**src/hw/rtl/dbnd_pkg.sv**
```systemverilog
// shared types and constants of the delta bit-packed neighbor decoder
package dbnd_pkg;

  localparam int unsigned ByteW  = 8;
  localparam int unsigned IdW    = 32;
  localparam int unsigned DegW   = 7;
  localparam int unsigned WidthW = 6;
  localparam int unsigned BufW   = 40;
  localparam int unsigned BitsW  = 6;
  localparam int unsigned HdrW   = 3;

  localparam logic [WidthW-1:0] MaxDeltaWidth = 6'd32;
  localparam logic [HdrW-1:0]   LastHdrByte   = 3'd3;
  localparam logic [BitsW-1:0]  BitsPerByte   = 6'd8;

  typedef struct packed {
    logic take;
    logic emit;
  } dp_cmd_t;

  typedef struct packed {
    logic can_emit;
  } dp_status_t;

endpackage

```
**src/hw/rtl/dbnd_if.sv**
```systemverilog
// stream channel interfaces for compressed bytes and decoded neighbor ids
interface dbnd_in_if;
  logic                          valid;
  logic                          ready;
  logic [dbnd_pkg::ByteW-1:0]    data_byte;
  logic                          list_start;
  logic [dbnd_pkg::DegW-1:0]     degree;

  modport source (output valid, output data_byte, output list_start, output degree,
                  input ready);
  modport sink   (input valid, input data_byte, input list_start, input degree,
                  output ready);
endinterface

interface dbnd_out_if;
  logic                        valid;
  logic                        ready;
  logic [dbnd_pkg::IdW-1:0]    neighbor_id;
  logic                        last;

  modport source (output valid, output neighbor_id, output last, input ready);
  modport sink   (input valid, input neighbor_id, input last, output ready);
endinterface

```
**src/hw/rtl/delta_bitpack_neighbor_decoder.sv**
```systemverilog
// top level of the delta bit-packed neighbor list decoder
//
// in_i carries the compressed list one byte per transfer: a width header
// byte flagged by list_start together with the list degree, four
// little-endian bytes of the first id, then packed deltas, LSB first.
// out_o delivers the ascending neighbor ids; last marks the final id of a list.
// a header byte always restarts decoding; bytes outside a list are dropped.
// sequence: each input transfer is followed by an evaluation state in
// which the datapath looks for a complete id. each id found is loaded
// into the output register, transferred, and then followed by another
// evaluation; a byte ends its work when no complete id is left. the
// output register and the controller sequence keep one byte or one id
// in work at a time, so in_i is never ready while an id is pending.
// while the receiver holds ready low the id stays on out_o and in_i is
// not ready. after reset the block is idle and ready for a header byte.
module delta_bitpack_neighbor_decoder #(
  parameter int unsigned MAX_DEGREE = 64
) (
  input  logic        clk_i,
  input  logic        rst_ni,
  dbnd_in_if.sink     in_i,
  dbnd_out_if.source  out_o
);

  dbnd_pkg::dp_cmd_t    cmd;
  dbnd_pkg::dp_status_t status;

  dbnd_ctrl u_ctrl (
    .clk_i       (clk_i),
    .rst_ni      (rst_ni),
    .in_valid_i  (in_i.valid),
    .in_ready_o  (in_i.ready),
    .out_valid_o (out_o.valid),
    .out_ready_i (out_o.ready),
    .status_i    (status),
    .cmd_o       (cmd)
  );

  dbnd_datapath #(
    .MaxDegree (MAX_DEGREE)
  ) u_datapath (
    .clk_i         (clk_i),
    .rst_ni        (rst_ni),
    .cmd_i         (cmd),
    .status_o      (status),
    .data_byte_i   (in_i.data_byte),
    .list_start_i  (in_i.list_start),
    .degree_i      (in_i.degree),
    .neighbor_id_o (out_o.neighbor_id),
    .last_o        (out_o.last)
  );

endmodule

```
**src/hw/rtl/dbnd_datapath.sv**
```systemverilog
// decoder datapath: list state, bit buffer, delta adder and result register
module dbnd_datapath #(
  parameter int unsigned MaxDegree = 64
) (
  input  logic                          clk_i,
  input  logic                          rst_ni,
  input  dbnd_pkg::dp_cmd_t             cmd_i,
  output dbnd_pkg::dp_status_t          status_o,
  input  logic [dbnd_pkg::ByteW-1:0]    data_byte_i,
  input  logic                          list_start_i,
  input  logic [dbnd_pkg::DegW-1:0]     degree_i,
  output logic [dbnd_pkg::IdW-1:0]      neighbor_id_o,
  output logic                          last_o
);

  logic                          active_q, active_d;
  logic                          first_pend_q, first_pend_d;
  logic [dbnd_pkg::HdrW-1:0]     hdr_cnt_q, hdr_cnt_d;
  logic [dbnd_pkg::WidthW-1:0]   width_q, width_d;
  logic [dbnd_pkg::DegW-1:0]     remaining_q, remaining_d;
  logic [dbnd_pkg::BitsW-1:0]    bits_q, bits_d;
  logic [dbnd_pkg::BufW-1:0]     buf_q, buf_d;
  logic [dbnd_pkg::IdW-1:0]      prev_q, prev_d;
  logic [dbnd_pkg::IdW-1:0]      out_id_q, out_id_d;
  logic                          out_last_q, out_last_d;

  logic [dbnd_pkg::IdW-1:0]      delta_mask;
  logic [dbnd_pkg::IdW-1:0]      delta;
  logic [dbnd_pkg::IdW-1:0]      sum;
  logic [dbnd_pkg::IdW-1:0]      next_id;
  logic [dbnd_pkg::DegW-1:0]     deg_sat;
  logic [dbnd_pkg::WidthW-1:0]   width_sat;
  logic                          hdr_done;
  logic                          width_zero;
  logic                          final_emit;

  assign hdr_done   = hdr_cnt_q[dbnd_pkg::HdrW-1];
  assign width_zero = (width_q == '0);
  assign delta_mask = ~({dbnd_pkg::IdW{1'b1}} << width_q);
  assign delta      = buf_q[dbnd_pkg::IdW-1:0] & delta_mask;
  assign sum        = prev_q + delta;
  assign next_id    = (first_pend_q || width_zero) ? prev_q : sum;
  assign final_emit = (remaining_q == dbnd_pkg::DegW'(1));
  assign deg_sat    = (degree_i > dbnd_pkg::DegW'(MaxDegree)) ?
                      dbnd_pkg::DegW'(MaxDegree) : degree_i;
  assign width_sat  = (data_byte_i > dbnd_pkg::ByteW'(dbnd_pkg::MaxDeltaWidth)) ?
                      dbnd_pkg::MaxDeltaWidth : data_byte_i[dbnd_pkg::WidthW-1:0];

  assign status_o.can_emit = first_pend_q ||
                             (active_q && hdr_done &&
                              (width_zero || (bits_q >= width_q)));

  always_comb begin
    active_d     = active_q;
    first_pend_d = first_pend_q;
    hdr_cnt_d    = hdr_cnt_q;
    width_d      = width_q;
    remaining_d  = remaining_q;
    bits_d       = bits_q;
    buf_d        = buf_q;
    prev_d       = prev_q;
    out_id_d     = out_id_q;
    out_last_d   = out_last_q;
    if (cmd_i.take) begin
      if (list_start_i) begin
        width_d      = width_sat;
        hdr_cnt_d    = '0;
        prev_d       = '0;
        buf_d        = '0;
        bits_d       = '0;
        remaining_d  = deg_sat;
        active_d     = (deg_sat != '0);
        first_pend_d = 1'b0;
      end else if (active_q) begin
        if (!hdr_done) begin
          prev_d    = prev_q | (dbnd_pkg::IdW'(data_byte_i) << {hdr_cnt_q[1:0], 3'b000});
          hdr_cnt_d = hdr_cnt_q + 1'b1;
          if (hdr_cnt_q == dbnd_pkg::LastHdrByte) begin
            first_pend_d = 1'b1;
          end
        end else begin
          buf_d  = buf_q | (dbnd_pkg::BufW'(data_byte_i) << bits_q);
          bits_d = bits_q + dbnd_pkg::BitsPerByte;
        end
      end
    end else if (cmd_i.emit) begin
      out_id_d     = next_id;
      out_last_d   = final_emit;
      prev_d       = next_id;
      first_pend_d = 1'b0;
      remaining_d  = remaining_q - 1'b1;
      if (!first_pend_q && !width_zero) begin
        buf_d  = buf_q >> width_q;
        bits_d = bits_q - width_q;
      end
      if (final_emit) begin
        active_d = 1'b0;
        buf_d    = '0;
        bits_d   = '0;
      end
    end
  end

  always_ff @(posedge clk_i or negedge rst_ni) begin
    if (!rst_ni) begin
      active_q     <= 1'b0;
      first_pend_q <= 1'b0;
      hdr_cnt_q    <= '0;
      width_q      <= '0;
      remaining_q  <= '0;
      bits_q       <= '0;
    end else begin
      active_q     <= active_d;
      first_pend_q <= first_pend_d;
      hdr_cnt_q    <= hdr_cnt_d;
      width_q      <= width_d;
      remaining_q  <= remaining_d;
      bits_q       <= bits_d;
    end
  end

  always_ff @(posedge clk_i) begin
    buf_q      <= buf_d;
    prev_q     <= prev_d;
    out_id_q   <= out_id_d;
    out_last_q <= out_last_d;
  end

  assign neighbor_id_o = out_id_q;
  assign last_o        = out_last_q;

endmodule

```
**src/hw/rtl/dbnd_ctrl.sv**
```systemverilog
// decoder controller: takes one byte, then drains the ids it yields
module dbnd_ctrl (
  input  logic                   clk_i,
  input  logic                   rst_ni,
  input  logic                   in_valid_i,
  output logic                   in_ready_o,
  output logic                   out_valid_o,
  input  logic                   out_ready_i,
  input  dbnd_pkg::dp_status_t   status_i,
  output dbnd_pkg::dp_cmd_t      cmd_o
);

  typedef enum logic [1:0] {
    ST_IN,
    ST_EVAL,
    ST_OUT
  } state_e;

  state_e state_q;
  logic   out_valid_q;

  assign in_ready_o  = (state_q == ST_IN);
  assign out_valid_o = out_valid_q;

  always_comb begin
    cmd_o.take = (state_q == ST_IN) && in_valid_i;
    cmd_o.emit = (state_q == ST_EVAL) && status_i.can_emit;
  end

  always_ff @(posedge clk_i or negedge rst_ni) begin
    if (!rst_ni) begin
      state_q     <= ST_IN;
      out_valid_q <= 1'b0;
    end else begin
      case (state_q)
        ST_IN: begin
          if (in_valid_i) begin
            state_q <= ST_EVAL;
          end
        end
        ST_EVAL: begin
          if (status_i.can_emit) begin
            state_q     <= ST_OUT;
            out_valid_q <= 1'b1;
          end else begin
            state_q <= ST_IN;
          end
        end
        ST_OUT: begin
          if (out_ready_i) begin
            state_q     <= ST_EVAL;
            out_valid_q <= 1'b0;
          end
        end
        default: begin
          state_q     <= ST_IN;
          out_valid_q <= 1'b0;
        end
      endcase
    end
  end

endmodule

```
**src/flat_wrapper.sv**
```systemverilog
// flat-port wrapper written by rule: the top's interface ports become plain ports
module delta_bitpack_neighbor_decoder_flat 
#(
  parameter int unsigned MAX_DEGREE = 64
)
  (clk_i, rst_ni, in_i_valid, in_i_data_byte, in_i_list_start, in_i_degree, in_i_ready, out_o_valid, out_o_neighbor_id, out_o_last, out_o_ready);
  dbnd_in_if in_i_i ();
  dbnd_out_if out_o_i ();
  input  logic clk_i;
  input  logic rst_ni;
  input wire logic [$bits(in_i_i.valid)-1:0] in_i_valid;
  input wire logic [$bits(in_i_i.data_byte)-1:0] in_i_data_byte;
  input wire logic [$bits(in_i_i.list_start)-1:0] in_i_list_start;
  input wire logic [$bits(in_i_i.degree)-1:0] in_i_degree;
  output wire logic [$bits(in_i_i.ready)-1:0] in_i_ready;
  output wire logic [$bits(out_o_i.valid)-1:0] out_o_valid;
  output wire logic [$bits(out_o_i.neighbor_id)-1:0] out_o_neighbor_id;
  output wire logic [$bits(out_o_i.last)-1:0] out_o_last;
  input wire logic [$bits(out_o_i.ready)-1:0] out_o_ready;
  assign in_i_i.valid = in_i_valid;
  assign in_i_i.data_byte = in_i_data_byte;
  assign in_i_i.list_start = in_i_list_start;
  assign in_i_i.degree = in_i_degree;
  assign in_i_ready = in_i_i.ready;
  assign out_o_valid = out_o_i.valid;
  assign out_o_neighbor_id = out_o_i.neighbor_id;
  assign out_o_last = out_o_i.last;
  assign out_o_i.ready = out_o_ready;
  delta_bitpack_neighbor_decoder #(.MAX_DEGREE(MAX_DEGREE)) u_core (.clk_i(clk_i), .rst_ni(rst_ni), .in_i(in_i_i), .out_o(out_o_i));
endmodule
```
**config.mk**
```make
export PLATFORM = sky130hd
export DESIGN_NAME = delta_bitpack_neighbor_decoder_flat
export DESIGN_NICKNAME = d
export VERILOG_FILES = /design/src/hw/rtl/dbnd_pkg.sv /design/src/hw/rtl/dbnd_if.sv /design/src/hw/rtl/delta_bitpack_neighbor_decoder.sv /design/src/hw/rtl/dbnd_datapath.sv /design/src/hw/rtl/dbnd_ctrl.sv /design/src/flat_wrapper.sv
export SDC_FILE = /design/constraint.sdc
export NUM_CORES = 1
export LEC_CHECK = 0
export ABC_CLOCK_PERIOD_IN_PS = 12850
export BUFFER_PORTS_ARGS = -buffer_cell sky130_fd_sc_hd__clkbuf_2
export CAP_MARGIN = 20
export CORE_AREA = 2 2 179 181
export CTS_BUF_LIST = sky130_fd_sc_hd__clkbuf_8
export CTS_CLUSTER_SIZE = 25
export DETAILED_ROUTE_END_ITERATION = 10
export DIE_AREA = 0 0 181 183
export SETUP_SLACK_MARGIN = 0.05
export SYNTH_ARGS = -nofsm -noshare
export SYNTH_HDL_FRONTEND = slang
export SYNTH_SLANG_ARGS = --single-unit
```
**constraint.sdc**
```tcl
create_clock -name clk_i -period 12.85 [get_ports clk_i]
set_input_delay 1.9275 -clock clk_i [delete_from_list [all_inputs] [get_ports clk_i]]
set_output_delay 1.9275 -clock clk_i [all_outputs]
set_load 0.005 [all_outputs]
```
==> flow_summary.yaml <==
run_status:
  status: "finished clean"
critical_path:
  cp_cell_sequence: "nor3_1 > a21boi_0 > ha_1 > fa_1 > a21oi_1 > o21ai_0 > nor3b_1 > nand4bb_1 > a311oi_1 > o21ai_0 > xnor2_1 > o22ai_1"
  endpoint_kind: "flip-flop"
  crit_buf_inv: 0
  path_common_cell: "o21ai_0"
  cp_data_required_time_ns: 13.05
  critPathMaxStageDelay_ns: 0.73
  path_delay_family: "compound AO/OA/AOI/OAI gates"
  worstPathMaxFanout: 24
  rrSetupSlack_ns: 8.27
  ff2ff_path_depth: 12
  crit-reg2reg-launch: "u_core.u_datapath.width_q[5]"
  crit_type: "flip-flop to flip-flop"
  r2r_end: "u_core.u_datapath.prev_q[22]"
  worst-endpoint-arrival_ns: 4.78
  cp-start-kind: "flip-flop"
  cpMaxStageDelayCell: "nor3_1"
yosys:
  synthArstFlopShare: 0.205
  mappedNetlistArea_um2: 10800
  dominantRegCellSynth: "edfxtp_1"
  ys_seq_area_frac: 0.354
  yosysTopAreaCellShare: 0.291
  synth_warnings: 0
  synth_edf_count: 105
  synth.distinct_cells: 77
  synth_cells: 1262
  yosys.area.top_type: "edfxtp_1"
  syn-mean-instance-area_um2: 8.58
  synth_fp_nets: 1325
  synth_seq_cells: 132
  synth.area.top_cells: "edfxtp_1 29%, nand2_1 6.7%, dfrtp_1 6.2%"
clock_tree:
  cts_buffers: 17
  cts.sinks: 132
  max-clock-path-buffers: 2
  clkTransAtPathRegs_ns: 0.11
  cts-hold-fix-buffers: 0
  ctsRootBufferMaster: "clkbuf_8"
  cts_resized: 0
  cts_max_level: 4
  clock_latency_ns: 0.48
  cts_tree: "built"
  postCtsSetupRepairBufs: 0
timing:
  min_period_over_period: 0.356
  layout_setup_ws_ns: 8.27
  max_freq_ghz: 0.218
  worstMarginPinSlew_ns: 0.987
  setup_viol: 0
  finalSetupTns_ns: 0
  hold_violations: 0
  finClkSkew_ns: 0.0343
  finalMaxSlewViolations: 0
  period_needed_ns: 4.58
  timing.slew.headroom: 0.342
  rsz0062_at_grt: "no"
global_route:
  use_met1: 0.312
  grt_pass1_wl_mm: 57.5
  track_usage: 0.226
  antenna_found_initial: 0
  grtUsageMet3: 0.0475
  grt_busiest_layer: "met2"
  grt_overflow: 0
  grt_use_met2: 0.348
  grt_max_degree: 62
  grt_pass1_vias: 9612
place:
  port_buffers: 54
  dp_hpwl_mm: 27.7
  gp_congestion: 0.973
  dp_slack_ns: 8.45
  post_dp_cell_area_um2: 11400
job:
  maxCapViolCount: 0
die:
  fp-row-count: 65
  die_area_um2: 33100
  dieWidth_um: 181
  ios: 55
  coreArea_um2: 31200
  die_h_um: 183
  start_util: 0.347
routing:
  drt-total-wl_mm: 37.8
  ant_nets: 0
  drc: 0
  dr_total_vias: 10288
  drt-pass1-iter-count: 6
  wl_per_cell_um: 22.5
  drt_iter0_drc: 1283
  vias_per_cell: 6.13
worst_hold_path:
  hold_path.class: "flip-flop to flip-flop"
  hp-start: "u_core.u_ctrl.state_q[0]"
  min_to: "u_core.u_ctrl.state_q[0]"
  whs_path_depth: 1
layout:
  antenna_cells: 0
  drive_gt1_frac: 0.115
  fin_area_um2: 11800
  nFillCells: 3186
  finalNetCount: 1325
  syn2layout_area_growth_pct: 9.13
  utilization: 0.378
power_and_ir_drop:
  p_leak_nw: 4.51
  power_density_nw_per_um2: 286
  finalPower_w: 0.00338
  ir_worst_vdd_mv: 0.0969
==> synth_stat cells, types with 12 or more instances <==
library cell / number
a21boi_0: 14
a21o_1: 19
a21oi_1: 109
a31oi_1: 18
and2_1: 14
clkbuf_1: 65
dfrtp_1: 27
edfxtp_1: 105
ha_1: 41
inv_1: 26
mux2i_1: 61
mux4_2: 17
nand2_1: 194
nand3_1: 23
nor2_1: 92
nor2b_1: 14
nor3_1: 23
o211ai_1: 16
o21a_1: 12
o21ai_0: 135
o221ai_1: 15
o22ai_1: 25
xnor2_1: 18
==> state kept, by name (all words and copies together), names as in the netlist <==
register,flops
u_core.u_ctrl.out_valid_o,1
u_core.u_ctrl.state_q,2
u_core.u_datapath.active_q,1
u_core.u_datapath.bits_q,6
u_core.u_datapath.buf_q,40
u_core.u_datapath.first_pend_q,1
u_core.u_datapath.hdr_cnt_q,3
u_core.u_datapath.last_o,1
u_core.u_datapath.neighbor_id_o,32
u_core.u_datapath.prev_q,32
u_core.u_datapath.remaining_q,7
u_core.u_datapath.width_q,6
==> worst register-to-register path, stage by stage, from the launching register on <==
cell,delay [ns]
dfrtp_1,0.70
nor3_1,0.73
a21boi_0,0.21
ha_1,0.27
fa_1,0.42
a21oi_1,0.20
o21ai_0,0.16
nor3b_1,0.21
nand4bb_1,0.32
a311oi_1,0.49
o21ai_0,0.20
xnor2_1,0.26
o22ai_1,0.11
==> metal layers <==
| layer | vias up | wire length (um) |
|---|---|---|
| met1 | 5023 | 16700 |
| met5 | - | 0 |
| met3 | 80 | 2950 |
| met4 | 0 | 1300 |
| met2 | 464 | 16800 |
| li1 | 4721 | - |
==> layout by cell type, fill, tap and decap left out, types with 17 or more instances in the layout <==
master / synthesis / routed
dfrtp_1: 27 / 26
inv_1: 26 / 26
mux2i_1: 61 / 61
a21o_1: 19 / 19
ha_1: 41 / 41
o22ai_1: 25 / 25
xnor2_1: 18 / 18
a31oi_1: 18 / 18
nand3_1: 23 / 23
edfxtp_1: 105 / 105
mux4_2: 17 / 17
clkbuf_8: 1 / 18
nor2_1: 92 / 92
nor3_1: 23 / 23
o21ai_0: 135 / 135
clkbuf_2: 1 / 54
a21oi_1: 109 / 108
nand2_1: 194 / 194
==> through the flow <==
stage / cells / hold WS [ns]
after floorplan: 1262 / 0.461
after global placement: 1644 / 0.487
after detailed placement: 1645 / 0.498
after CTS: 1677 / 0.509
after global routing: 1677 / 0.563
final: 1677 / 0.518
==> worst max-delay path by stage <==
stage,startpoint,endpoint,slack (ns),cells past startpoint
after global placement,in_i_valid,u_core.u_datapath.bits_q[5],8.49,9
after CTS,u_core.u_datapath.width_q[5],u_core.u_datapath.neighbor_id_o[30],8.37,12
after global routing,u_core.u_datapath.width_q[2],u_core.u_datapath.neighbor_id_o[28],7.99,15
final,u_core.u_datapath.width_q[5],u_core.u_datapath.prev_q[22],8.27,12
after floorplan,in_i_list_start,u_core.u_datapath.prev_q[0],8.41,4
after detailed placement,in_i_valid,u_core.u_datapath.bits_q[5],8.45,9
==> cell families (layout without fill, tap and decap cells) <==
group	count (synthesis)	in the layout	share of synthesized area
buffers and inverters	115	128	0.0433
adder cells (fa/ha/maj)	43	43	0.0511
multiplexers	82	82	0.0959
AO/OA/AOI/OAI	445	445	0.260
XOR/XNOR	29	29	0.0235
flip-flops	132	132	0.354
AND/OR/NAND/NOR	416	416	0.173
==> where the power goes <==
group | switching (W) | internal [W]
clock network | 0.000201 | 0.000204
logic | 0.00125 | 0.000751
registers | 0.000219 | 0.000754
==> layout make-up <==
| class | instances | area (um2) | area share |
|---|---|---|---|
| Clock buffer | 18 | 248 | 0.0210 |
| Clock inverter | 14 | 193 | 0.0163 |
| Inverter | 27 | 101 | 0.00858 |
| Multi-Input combinational cell | 1015 | 6550 | 0.554 |
| Sequential cell | 132 | 3830 | 0.324 |
| Tap cell | 402 | 503 | 0.0426 |
| Timing Repair Buffer | 69 | 395 | 0.0335 |
No activity file was read; power rests on OpenSTA's default activity.
